[config.mk]
export PLATFORM = sky130hd
export DESIGN_NAME = sha256_stream_hasher
export DESIGN_NICKNAME = d
export VERILOG_FILES = /design/src/design/sha256_pkg.sv /design/src/design/sha256_ctrl.sv /design/src/design/sha256_datapath.sv /design/src/design/sha256_stream_hasher.sv
export SDC_FILE = /design/constraint.sdc
export NUM_CORES = 2
export LEC_CHECK = 0
export ABC_AREA = 1
export BUFFER_PORTS_ARGS = -buffer_cell sky130_fd_sc_hd__buf_2
export CAP_MARGIN = 30
export CORE_AREA = 2 2 498 624
export CTS_CLUSTER_DIAMETER = 50
export DETAILED_ROUTE_END_ITERATION = 10
export DIE_AREA = 0 0 500 626
export RECOVER_POWER = 25
export SLEW_MARGIN = 30
export SYNTH_ARGS = -nofsm -noshare
export SYNTH_HDL_FRONTEND = slang
export SYNTH_SLANG_ARGS = --single-unit
[constraint.sdc]
create_clock -name i_clk -period 62.6 [get_ports i_clk]
set_input_delay 3.13 -clock i_clk [delete_from_list [all_inputs] [get_ports i_clk]]
set_output_delay 3.13 -clock i_clk [all_outputs]
set_load 0.01 [all_outputs]
[src/design/sha256_pkg.sv]
`default_nettype none
package sha256_pkg;

    // Controller states.
    typedef enum logic [2:0] {
        ST_COLLECT,
        ST_PAD,
        ST_ROUNDS,
        ST_UPDATE,
        ST_EMIT
    } t_state;

    // Datapath commands from the controller.
    typedef struct packed {
        logic take_byte;    // write input byte into buffer, bump count
        logic pad_init;     // write 0x80 and clear the tail
        logic pad_clear;    // clear the whole buffer (extra block)
        logic put_length;   // write the bit length into bytes 56..63
        logic round_start;  // load working registers from chain
        logic round_step;   // run one round
        logic chain_add;    // add working registers into chain
        logic emit_shift;   // shift digest out by one word
        logic reload;       // reload initial hash, clear count
    } t_cmd;

    // Datapath status to the controller.
    typedef struct packed {
        logic [5:0] fill;      // byte position in current block
        logic       rounds_done;
    } t_status;

    localparam logic [31:0] ROUND_K [64] = '{
        32'h428a2f98, 32'h71374491, 32'hb5c0fbcf, 32'he9b5dba5,
        32'h3956c25b, 32'h59f111f1, 32'h923f82a4, 32'hab1c5ed5,
        32'hd807aa98, 32'h12835b01, 32'h243185be, 32'h550c7dc3,
        32'h72be5d74, 32'h80deb1fe, 32'h9bdc06a7, 32'hc19bf174,
        32'he49b69c1, 32'hefbe4786, 32'h0fc19dc6, 32'h240ca1cc,
        32'h2de92c6f, 32'h4a7484aa, 32'h5cb0a9dc, 32'h76f988da,
        32'h983e5152, 32'ha831c66d, 32'hb00327c8, 32'hbf597fc7,
        32'hc6e00bf3, 32'hd5a79147, 32'h06ca6351, 32'h14292967,
        32'h27b70a85, 32'h2e1b2138, 32'h4d2c6dfc, 32'h53380d13,
        32'h650a7354, 32'h766a0abb, 32'h81c2c92e, 32'h92722c85,
        32'ha2bfe8a1, 32'ha81a664b, 32'hc24b8b70, 32'hc76c51a3,
        32'hd192e819, 32'hd6990624, 32'hf40e3585, 32'h106aa070,
        32'h19a4c116, 32'h1e376c08, 32'h2748774c, 32'h34b0bcb5,
        32'h391c0cb3, 32'h4ed8aa4a, 32'h5b9cca4f, 32'h682e6ff3,
        32'h748f82ee, 32'h78a5636f, 32'h84c87814, 32'h8cc70208,
        32'h90befffa, 32'ha4506ceb, 32'hbef9a3f7, 32'hc67178f2
    };

    localparam logic [31:0] INIT_H [8] = '{
        32'h6a09e667, 32'hbb67ae85, 32'h3c6ef372, 32'ha54ff53a,
        32'h510e527f, 32'h9b05688c, 32'h1f83d9ab, 32'h5be0cd19
    };

    localparam logic [7:0] PAD_BYTE = 8'h80;
    localparam logic [5:0] LEN_POS  = 6'd56;

    function automatic logic [31:0] rotr(input logic [31:0] v, input int n);
        return (v >> n) | (v << (32 - n));
    endfunction

endpackage
`default_nettype wire

[src/design/sha256_ctrl.sv]
`default_nettype none
module sha256_ctrl (
    input  wire                    i_clk,
    input  wire                    i_rst_n,
    input  wire                    i_valid,
    input  wire                    i_has_byte,
    input  wire                    i_end_of_message,
    output logic                   o_stall,
    output logic                   o_valid,
    output logic [2:0]             o_word_index,
    output logic                   o_last_word,
    input  wire                    i_stall,
    output sha256_pkg::t_cmd       o_cmd,
    input  sha256_pkg::t_status    i_status
);

    sha256_pkg::t_state r_state, n_state;
    logic r_final, n_final;   // current compression finishes the message
    logic r_extra, n_extra;   // a length-only block still follows
    logic r_pend_end, n_pend_end; // byte filled a block and end was also set
    logic [2:0] r_idx, n_idx;
    logic accept;

    assign accept = i_valid && !o_stall;

    // State and bookkeeping registers.
    always_ff @(posedge i_clk) begin
        if (!i_rst_n) begin
            r_state    <= sha256_pkg::ST_COLLECT;
            r_final    <= 1'b0;
            r_extra    <= 1'b0;
            r_pend_end <= 1'b0;
            r_idx      <= '0;
        end else begin
            r_state    <= n_state;
            r_final    <= n_final;
            r_extra    <= n_extra;
            r_pend_end <= n_pend_end;
            r_idx      <= n_idx;
        end
    end

    // Next state.
    always_comb begin
        n_state    = r_state;
        n_final    = r_final;
        n_extra    = r_extra;
        n_pend_end = r_pend_end;
        n_idx      = r_idx;
        unique case (r_state)
            sha256_pkg::ST_COLLECT: begin
                if (accept) begin
                    if (i_has_byte && i_status.fill == 6'd63) begin
                        n_state    = sha256_pkg::ST_ROUNDS;
                        n_final    = 1'b0;
                        n_pend_end = i_end_of_message;
                    end else if (i_end_of_message) begin
                        n_state = sha256_pkg::ST_PAD;
                    end
                end
            end
            sha256_pkg::ST_PAD: begin
                // fill here already counts any byte of the ending word
                n_state    = sha256_pkg::ST_ROUNDS;
                n_pend_end = 1'b0;
                n_extra    = (i_status.fill >= sha256_pkg::LEN_POS);
                n_final    = (i_status.fill < sha256_pkg::LEN_POS);
            end
            sha256_pkg::ST_ROUNDS: begin
                if (i_status.rounds_done) n_state = sha256_pkg::ST_UPDATE;
            end
            sha256_pkg::ST_UPDATE: begin
                if (r_final) begin
                    n_state = sha256_pkg::ST_EMIT;
                    n_idx   = '0;
                end else if (r_extra) begin
                    n_state = sha256_pkg::ST_ROUNDS;
                    n_extra = 1'b0;
                    n_final = 1'b1;
                end else if (r_pend_end) begin
                    n_state = sha256_pkg::ST_PAD;
                end else begin
                    n_state = sha256_pkg::ST_COLLECT;
                end
            end
            sha256_pkg::ST_EMIT: begin
                if (!i_stall) begin
                    n_idx = r_idx + 3'd1;
                    if (r_idx == 3'd7) begin
                        n_state = sha256_pkg::ST_COLLECT;
                        n_final = 1'b0;
                    end
                end
            end
            default: n_state = sha256_pkg::ST_COLLECT;
        endcase
    end

    // Outputs and datapath commands.
    always_comb begin
        o_cmd        = '0;
        o_stall      = 1'b1;
        o_valid      = 1'b0;
        o_word_index = r_idx;
        o_last_word  = (r_idx == 3'd7);
        unique case (r_state)
            sha256_pkg::ST_COLLECT: begin
                o_stall = 1'b0;
                o_cmd.take_byte  = accept && i_has_byte;
                o_cmd.round_start = accept && i_has_byte && i_status.fill == 6'd63;
            end
            sha256_pkg::ST_PAD: begin
                o_cmd.pad_init    = 1'b1;
                o_cmd.put_length  = (i_status.fill < sha256_pkg::LEN_POS);
                o_cmd.round_start = 1'b1;
            end
            sha256_pkg::ST_ROUNDS: begin
                o_cmd.round_step = 1'b1;
            end
            sha256_pkg::ST_UPDATE: begin
                o_cmd.chain_add = 1'b1;
                if (!r_final && r_extra) begin
                    o_cmd.pad_clear   = 1'b1;
                    o_cmd.put_length  = 1'b1;
                    o_cmd.round_start = 1'b1;
                end
            end
            sha256_pkg::ST_EMIT: begin
                o_valid = 1'b1;
                o_cmd.emit_shift = !i_stall;
                o_cmd.reload     = !i_stall && r_idx == 3'd7;
            end
            default: ;
        endcase
    end

endmodule
`default_nettype wire

[src/design/sha256_datapath.sv]
`default_nettype none
module sha256_datapath (
    input  wire                    i_clk,
    input  wire                    i_rst_n,
    input  wire [7:0]              i_msg_byte,
    input  sha256_pkg::t_cmd       i_cmd,
    output sha256_pkg::t_status    o_status,
    output logic [31:0]            o_digest_word
);

    logic [31:0] r_blk [16];
    logic [31:0] n_blk [16];
    logic [31:0] r_w [16];
    logic [31:0] r_h [8];
    logic [31:0] r_a, r_b, r_c, r_d, r_e, r_f, r_g, r_h7;
    logic [60:0] r_count;
    logic [5:0]  r_round;
    logic        r_busy;
    logic [31:0] w_cur, s0, s1, t1, t2;
    logic [63:0] bits;
    logic [5:0]  fill;

    assign fill  = r_count[5:0];
    assign bits  = {r_count, 3'b000};
    assign o_status.fill        = fill;
    assign o_status.rounds_done = (r_round == 6'd63);
    assign o_digest_word = r_h[0];

    // Message schedule: first 16 words come from the buffer, rest from the window.
    always_comb begin
        s0 = sha256_pkg::rotr(r_w[1], 7) ^ sha256_pkg::rotr(r_w[1], 18) ^ (r_w[1] >> 3);
        s1 = sha256_pkg::rotr(r_w[14], 17) ^ sha256_pkg::rotr(r_w[14], 19)
             ^ (r_w[14] >> 10);
        if (r_round < 6'd16)
            w_cur = r_blk[r_round[3:0]];
        else
            w_cur = s1 + r_w[9] + s0 + r_w[0];
        t1 = r_h7 + (sha256_pkg::rotr(r_e, 6) ^ sha256_pkg::rotr(r_e, 11)
             ^ sha256_pkg::rotr(r_e, 25)) + ((r_e & r_f) ^ (~r_e & r_g))
             + w_cur + sha256_pkg::ROUND_K[r_round];
        t2 = (sha256_pkg::rotr(r_a, 2) ^ sha256_pkg::rotr(r_a, 13)
             ^ sha256_pkg::rotr(r_a, 22)) + ((r_a & r_b) ^ (r_a & r_c) ^ (r_b & r_c));
    end

    // Byte count.
    always_ff @(posedge i_clk) begin
        if (!i_rst_n) r_count <= '0;
        else if (i_cmd.reload) r_count <= '0;
        else if (i_cmd.take_byte) r_count <= r_count + 61'd1;
    end

    // Round counter.
    always_ff @(posedge i_clk) begin
        if (!i_rst_n) begin
            r_round <= '0;
            r_busy  <= 1'b0;
        end else if (i_cmd.round_start) begin
            r_round <= '0;
            r_busy  <= 1'b1;
        end else if (i_cmd.round_step) begin
            r_round <= r_round + 6'd1;
            r_busy  <= (r_round != 6'd63);
        end
    end

    // Block buffer as 16 big-endian words: byte writes, padding and length.
    // Later commands in this block take priority over earlier ones.
    always_comb begin
        for (int j = 0; j < 16; j++) n_blk[j] = r_blk[j];
        if (i_cmd.take_byte) n_blk[fill[5:2]][{~fill[1:0], 3'b000} +: 8] = i_msg_byte;
        if (i_cmd.pad_clear)
            for (int j = 0; j < 16; j++) n_blk[j] = '0;
        if (i_cmd.pad_init) begin
            for (int k = 0; k < 64; k++) begin
                if (k == int'(fill))
                    n_blk[k >> 2][8 * (3 - (k & 3)) +: 8] = sha256_pkg::PAD_BYTE;
                else if (k > int'(fill))
                    n_blk[k >> 2][8 * (3 - (k & 3)) +: 8] = 8'h00;
            end
        end
        if (i_cmd.put_length) begin
            n_blk[14] = bits[63:32];
            n_blk[15] = bits[31:0];
        end
    end

    always_ff @(posedge i_clk) begin
        for (int j = 0; j < 16; j++) r_blk[j] <= n_blk[j];
    end

    // Schedule window, shifted one word per round.
    always_ff @(posedge i_clk) begin
        if (i_cmd.round_step) begin
            for (int j = 0; j < 15; j++) r_w[j] <= r_w[j + 1];
            r_w[15] <= w_cur;
        end
    end

    // Working registers. A length-only block starts from the chain value
    // that is being updated in the same cycle.
    always_ff @(posedge i_clk) begin
        if (i_cmd.round_start && i_cmd.chain_add) begin
            r_a <= r_h[0] + r_a; r_b <= r_h[1] + r_b;
            r_c <= r_h[2] + r_c; r_d <= r_h[3] + r_d;
            r_e <= r_h[4] + r_e; r_f <= r_h[5] + r_f;
            r_g <= r_h[6] + r_g; r_h7 <= r_h[7] + r_h7;
        end else if (i_cmd.round_start) begin
            {r_a, r_b, r_c, r_d} <= {r_h[0], r_h[1], r_h[2], r_h[3]};
            {r_e, r_f, r_g, r_h7} <= {r_h[4], r_h[5], r_h[6], r_h[7]};
        end else if (i_cmd.round_step && r_busy) begin
            r_h7 <= r_g; r_g <= r_f; r_f <= r_e; r_e <= r_d + t1;
            r_d <= r_c; r_c <= r_b; r_b <= r_a; r_a <= t1 + t2;
        end
    end

    // Chain value: add, rotate out, reload.
    always_ff @(posedge i_clk) begin
        if (!i_rst_n) begin
            for (int j = 0; j < 8; j++) r_h[j] <= sha256_pkg::INIT_H[j];
        end else if (i_cmd.reload) begin
            for (int j = 0; j < 8; j++) r_h[j] <= sha256_pkg::INIT_H[j];
        end else if (i_cmd.chain_add) begin
            r_h[0] <= r_h[0] + r_a; r_h[1] <= r_h[1] + r_b;
            r_h[2] <= r_h[2] + r_c; r_h[3] <= r_h[3] + r_d;
            r_h[4] <= r_h[4] + r_e; r_h[5] <= r_h[5] + r_f;
            r_h[6] <= r_h[6] + r_g; r_h[7] <= r_h[7] + r_h7;
        end else if (i_cmd.emit_shift) begin
            for (int j = 0; j < 7; j++) r_h[j] <= r_h[j + 1];
            r_h[7] <= r_h[0];
        end
    end

endmodule
`default_nettype wire

[src/design/sha256_stream_hasher.sv]
`default_nettype none
// Streaming SHA-256 hasher. One byte word is taken per cycle while a block
// fills; when the 64th byte of a block arrives, intake stalls while the
// single round unit runs 64 rounds and adds into the chain value. At end
// of message the pad state is followed by one or two compressions (two
// when 56 or more bytes are pending), then the eight digest words leave
// one per cycle while the receiver does not stall, word 0 first, with last_word on word 7.
module sha256_stream_hasher (
    input  wire         i_clk,
    input  wire         i_rst_n,
    input  wire         i_valid,
    output logic        o_stall,
    input  wire  [7:0]  i_msg_byte,
    input  wire         i_has_byte,
    input  wire         i_end_of_message,
    output logic        o_valid,
    input  wire         i_stall,
    output logic [31:0] o_digest_word,
    output logic [2:0]  o_word_index,
    output logic        o_last_word
);

    sha256_pkg::t_cmd    cmd;
    sha256_pkg::t_status status;

    sha256_ctrl u_ctrl (
        .i_clk            (i_clk),
        .i_rst_n          (i_rst_n),
        .i_valid          (i_valid),
        .i_has_byte       (i_has_byte),
        .i_end_of_message (i_end_of_message),
        .o_stall          (o_stall),
        .o_valid          (o_valid),
        .o_word_index     (o_word_index),
        .o_last_word      (o_last_word),
        .i_stall          (i_stall),
        .o_cmd            (cmd),
        .i_status         (status)
    );

    sha256_datapath u_dp (
        .i_clk         (i_clk),
        .i_rst_n       (i_rst_n),
        .i_msg_byte    (i_msg_byte),
        .i_cmd         (cmd),
        .o_status      (status),
        .o_digest_word (o_digest_word)
    );

endmodule
`default_nettype wire

**Yosys cells after proc, flatten, opt, wreduce, memory -nomap -nowiden**

Memory sizes are Yosys's and may differ from the RTL's. A register that Yosys moved wholly into a read port is not among the register bits.
Cells that the tools add are included.

- Add/subtract/negate cells: 22
- Magnitude comparators: 69
- Equal/unequal tests: 79
- Shift operators: 2
- Mux-type cells: 240
- Bitwise gates (word level): 55
- Reduce and logical (&&, ||, !) cells: 26

Operators with widths:

| cell | number |
|---|---|
| 32-bit 2-to-1 mux | 52 |
| 512-bit 2-to-1 mux | 3 |
| 8-bit 2-to-1 mux | 127 |
| 32-bit adder | 18 |
| 512-bit bitwise mux | 1 |
| 32-bit bitwise XOR | 9 |
| 6-bit equality test, first input constant | 32 |
| 6-bit > comparator, first input constant | 32 |
| 32-bit AND | 5 |
| 32-bit demux with 4-bit select | 1 |
| 5-bit by 6-bit equality test with 1-bit output, first input constant | 16 |
| 5-bit by 6-bit > comparator with 1-bit output, first input constant | 16 |
| 64-bit 2-to-1 mux | 1 |
| 61-bit by 1-bit adder with 61-bit output, second input constant | 1 |
| 4-bit by 6-bit equality test with 1-bit output, first input constant | 8 |
| 4-bit by 6-bit > comparator with 1-bit output, first input constant | 8 |
| 1-bit 2-to-1 mux | 34 |
| 3-bit 2-to-1 mux | 11 |
| 32-bit inverter | 1 |
| 10-bit by 32-bit bitwise OR with 32-bit output | 1 |
| 13-bit by 32-bit bitwise OR with 32-bit output | 1 |
| 14-bit by 32-bit bitwise OR with 32-bit output | 1 |
| 15-bit by 32-bit bitwise OR with 32-bit output | 1 |
| 19-bit by 32-bit bitwise OR with 32-bit output | 1 |
| other kinds (55) | 112 |

- Flip-flop bits (word level): 333
- Bits in writable memories: 1,280
- ROM bits: 2,048
- Bits of input ports: 14
- Output and inout bits: 38
- Word-level logic and storage cells: 513
- Memories kept: 4

Memory list:

| memory | depth | width | rd ports | clocked after memory_dff | write ports | RTL line | RTL |
|---|---|---|---|---|---|---|---|
| (no name shown) | 64 | 32 | 1 | 0 | 0 | sha256_datapath.sv:40 | `+ w_cur + sha256_pkg::ROUND_K[r_round];` |
| u_dp.r_blk | 16 | 32 | 17 | 1 | 16 | sha256_datapath.sv:11 | `logic [31:0] r_blk [16];` |
| u_dp.r_w | 16 | 32 | 16 | 0 | 16 | sha256_datapath.sv:13 | `logic [31:0] r_w [16];` |
| u_dp.r_h | 8 | 32 | 8 | 0 | 8 | sha256_datapath.sv:14 | `logic [31:0] r_h [8];` |

**Longest topological paths before layout**

An unclocked memory read counts as a cell.

- Depth in word-level cells: 14
- Gate-level depth with buffers: 46

**By module**

A second synthesis with hierarchy kept.

- Cells, all modules: 11,532
- Area total of the unflattened synthesis: 97,994.0 µm²

Modules (own cells, without submodules):

| module | times used | cells each | area an instance (µm²) | sequential area each (µm²) |
|---|---|---|---|---|
| sha256_datapath | 1 | 11,427 | 97,367.1 | 42,440.7 |
| sha256_ctrl | 1 | 105 | 626.9 | 180.2 |

**Least setup slack after synthesis**

No wires, ideal clock.

- Kind: register -> register
- Start point: register u_ctrl.r_state[1]
- End point: register u_dp.r_a[0] (enable)
- Library setup time: 0.629 ns
- Arrival: 28.977 ns
- Slack: 32.995 ns
- Cell stages (with the launch flop): 7
- Buffers on the path: 0
- Cells stage by stage: dfxtp_1 inv_1 nor2_1 inv_1 nor2_1 nand2_1 nand2_1

- Cells in the longest elaborated chain, start to end: 7

RTL lines:

| what | RTL line | RTL |
|---|---|---|
| from (decl) | sha256_ctrl.sv:17 | `sha256_pkg::t_state r_state, n_state;` |
| from (signal assigned) | sha256_ctrl.sv:29 | `r_state <= sha256_pkg::ST_COLLECT;` |
| from (signal assigned) | sha256_ctrl.sv:35 | `r_state <= n_state;` |
| 3-bit logical NOT | sha256_ctrl.sv:106 | `unique case (r_state)` |
| 1-bit logical AND | sha256_ctrl.sv:24 | `assign accept = i_valid && !o_stall;` |
| 1-bit logical AND (2 in a row) | sha256_ctrl.sv:110 | `o_cmd.round_start = accept && i_has_byte && i_status.fill == 6'd63;` |
| 1-bit one-hot mux with 3 select lines | sha256_ctrl.sv:106 |  |
| 1-bit logical AND | sha256_datapath.sv:102 | `if (i_cmd.round_start && i_cmd.chain_add) begin` |
| 3-bit nonzero test (no source line) (*) | -- |  |
| to (signal assigned) | sha256_datapath.sv:103 | `r_a <= r_h[0] + r_a; r_b <= r_h[1] + r_b;` |
| to (signal assigned) | sha256_datapath.sv:108 | `{r_a, r_b, r_c, r_d} <= {r_h[0], r_h[1], r_h[2], r_h[3]};` |
| to (signal assigned) | sha256_datapath.sv:112 | `r_d <= r_c; r_c <= r_b; r_b <= r_a; r_a <= t1 + t2;` |
| to (decl) | sha256_datapath.sv:15 | `logic [31:0] r_a, r_b, r_c, r_d, r_e, r_f, r_g, r_h7;` |

Every way passes the cells marked *; elsewhere a longest branch is shown, timed or not.
A chain may end at the register's enable or synchronous reset.

==> impl_metrics.csv <==
group,metric,value,unit
worst_hold_path,hold_depth,0,
synth,syn-num-nets,12200,
sta,fin_crit_sh,16.2,%
layout,drive_above_1_share,6.08,%
clock_tree,cts_hold_buf,0,
grt,grt_start_max_net_pins,160,
synth,ys.flop_type,"edfxtp_1",
worst_setup_path,worstSetupEndpointType,"flop",
sta,max_freq,0.0984,GHz
die,die_w,500,microns
synth,synthXorXnorAreaFrac,4.60,%
synth,synth-adder-area-share,9.41,%
sta,finalHoldViolations,0,
die,std_cell_rows,228,
clock_tree,cts_tree,"yes",
grt,overflow,0,
status,status,"finished, violations left",
drt,vias,85200,
synth,synth_compound_area_share,17.9,%
drt,avgViaCountPerCell,5.45,
placement,gp_congestion,1.04,
drt,route.detailed.drc,0,
grt,grtUsageTotal,24.1,%
clock_tree,post_cts_buffers,0,
layout,layout_commonest_cell,"nand2_1",
clock_tree,cts.clk_slew.worst_paths,60,ps
synth,synth-simple-area-share,16.1,%
sta,max_slew.worst_pin.slew,3510,ps
worst_setup_path,crit_slowest_cell,"o21ai_0",
clock_tree,cts_buffers,209,
grt,grt_pass1_wl,560000,microns
synth,yosys-top-cells-area,"edfxtp_1 31%, dfxtp_1 12%, nand2_1 6.8%",
clock_tree,cts_htree_levels,4,
die,core_area,307000,sq um
synth,syn_area,97800,sq um
die,ios,52,
job,cap_violations,4,
drt,drt-initial-drc-count,9150,
placement,pre_cts_ws,52640,ps
drt,finalWirelength,389000,microns
synth,synth_top_family_by_area,"compound AO/OA/AOI/OAI gates",
worst_setup_path,start_kind,"flop",
drt,wire_per_inst,24.9,microns
drt,drt-pass1-iter-count,6,
sta,fin_setup_tns,0,ps
worst_setup_path,criticalPathCategory,"flop to flop",
worst_setup_path,worstPathRequired,63220,ps
worst_setup_path,cp_max_fo,6,
clock_tree,cts_sinks,1617,
grt,antenna_found_initial,16,
worst_setup_path,critical_path.top_delay_family,"adder cells",
worst_setup_path,cp.depth,38,
status,violations,"capacitance limit, slew limit",
clock_tree,cts_buffer_depth,4,
sta,finalSetupViolations,0,
worst_setup_path,cp_num_buf_inv,4,
placement,hpwl,291000,microns
clock_tree,clock-root-buffer,"clkbuf_16",
synth,yosysSeqAreaShare,43.6,%
clock_tree,cts-resized-gates,0,
sta,fin_ws,52430,ps
synth,synth_mux_area_share,0.768,%
sta,drv_slew,182,
layout,area_growth,11.6,%
layout,final_cell_mix,"1769 x nand2_1, 1352 x inv_1, 1151 x nor2_1",
synth,syn_area_per_cell,8.47,sq um
worst_setup_path,rr_worst_depth,38,
synth,synth.top_cell.area_share,31.4,%
clock_tree,clock_latency,910,ps
sta,grt_setup_unrepaired,"false",
synth,ys_warn_count,0,
sta,slew_headroom,-134,%
drt,ant_nets,0,
sta,skew,101,ps
die,die_height,626,microns
worst_hold_path,hp-class,"flop to flop",
sta,layout_min_cycle_time,10170,ps
worst_setup_path,critical_path_arrival,10790,ps
layout,final_nets,12000,
synth,synthCells,11500,
synth,synth_enable_flop_cells,1024,
die,start_util,31.8,%
synth,synth_top_area_cell,"edfxtp_1",
synth,ys_async_sr_fraction,0,%
synth,ys_ff_latch,1617,
die,die_area,313000,sq um
synth,synth_cell_types,74,
grt,grt_pass1_vias,82000,
placement,port_buffers,51,
worst_setup_path,crit_path_max_incr_delay,620,ps
per-layer routing:
layer	routed length, microns	track usage, %	up-vias
met3	26500	3.47	1031
met4	30800	16.2	8
li1	-	-	39400
met5	59	0	-
met2	182000	40.0	3803
met1	150000	28.9	41000
kinds of logic (layout without fill, tap and decap cells):
family                     after synthesis  in the layout
xor gates and xnor gates               514            514
other                                    0             14
DFF                                   1617           1617
AOI/OAI and AO/OA                     3016           3016
adders and majority gates              620            620
muxes                                   75             75
buffers and inverters                 1914           1957
and+or+nand+nor                       3788           3788
layout make-up:
class                      count  area [sq um]
antenna                       14          35.0
fill                       31600        198000
timing repair buffer         181          1260
clock buffer                 236          5460
clock inverter               142          1520
multi-input combinational   8013         47900
sequential                  1617         42600
tap                         4025          5040
inverter                    1398          5280
sequential cells by signal, indices dropped and copies added, names as in the netlist, 61 cells and up, named ones only:
register      count
u_dp.r_count     61
u_dp.r_h        256
u_dp.r_blk      512
u_dp.r_w        512
worst reg2reg max path: cells and delay by family, from the launching register on:
family                     cells  cell delay [ps]
adders and majority gates      8             3730
AOI/OAI and AO/OA             10             2630
and+or+nand+nor               13             1640
xor gates and xnor gates       3             1080
DFF                            1              550
buffers and inverters          4              360
synthesized netlist by cell type (40+ instances only):
| cell type | count |
|---|---|
| a21oi_1 | 864 |
| xnor2_1 | 228 |
| xor2_1 | 286 |
| or2_2 | 64 |
| o21ai_0 | 1123 |
| fa_1 | 197 |
| nor3_1 | 166 |
| mux2i_1 | 75 |
| nand2_1 | 1771 |
| a211oi_1 | 267 |
| nand3_1 | 444 |
| nand4_1 | 58 |
| inv_1 | 1355 |
| o221ai_1 | 40 |
| nor2_1 | 1169 |
| o21bai_1 | 44 |
| clkbuf_1 | 349 |
| buf_4 | 40 |
| edfxtp_1 | 1024 |
| dfxtp_1 | 593 |
| o22ai_1 | 177 |
| o211ai_1 | 115 |
| buf_2 | 88 |
| ha_1 | 409 |
| a31oi_1 | 95 |
per-stage QoR:
step | area, sq um | cells | hold slack (ps) | utilization (%)
4_1_cts | 109000 | 15600 | 339 | 35.5
3_3_place_gp | 102000 | 15200 | 400 | 33.2
6_report | 109000 | 15600 | 345 | 35.5
3_5_place_dp | 102000 | 15200 | 405 | 33.2
5_1_grt | 109000 | 15600 | 354 | 35.5
2_1_floorplan | 97800 | 11500 | 400 | -
worst paths after layout:
| kind | start | to | slack, ps |
|---|---|---|---|
| setup / recovery | u_dp.r_w[1][223] | u_dp.r_a[31] | 52430 |
| hold / removal | u_dp.r_w[1][78] | u_dp.r_w[1][46] | 340 |
| setup reg to reg | u_dp.r_w[1][223] | u_dp.r_a[31] | 52430 |
| hold reg to reg | u_dp.r_w[1][78] | u_dp.r_w[1][46] | 340 |
Power is not shown: default switching activity piles up to over one toggle a cycle in this logic, so the estimate is an artifact.
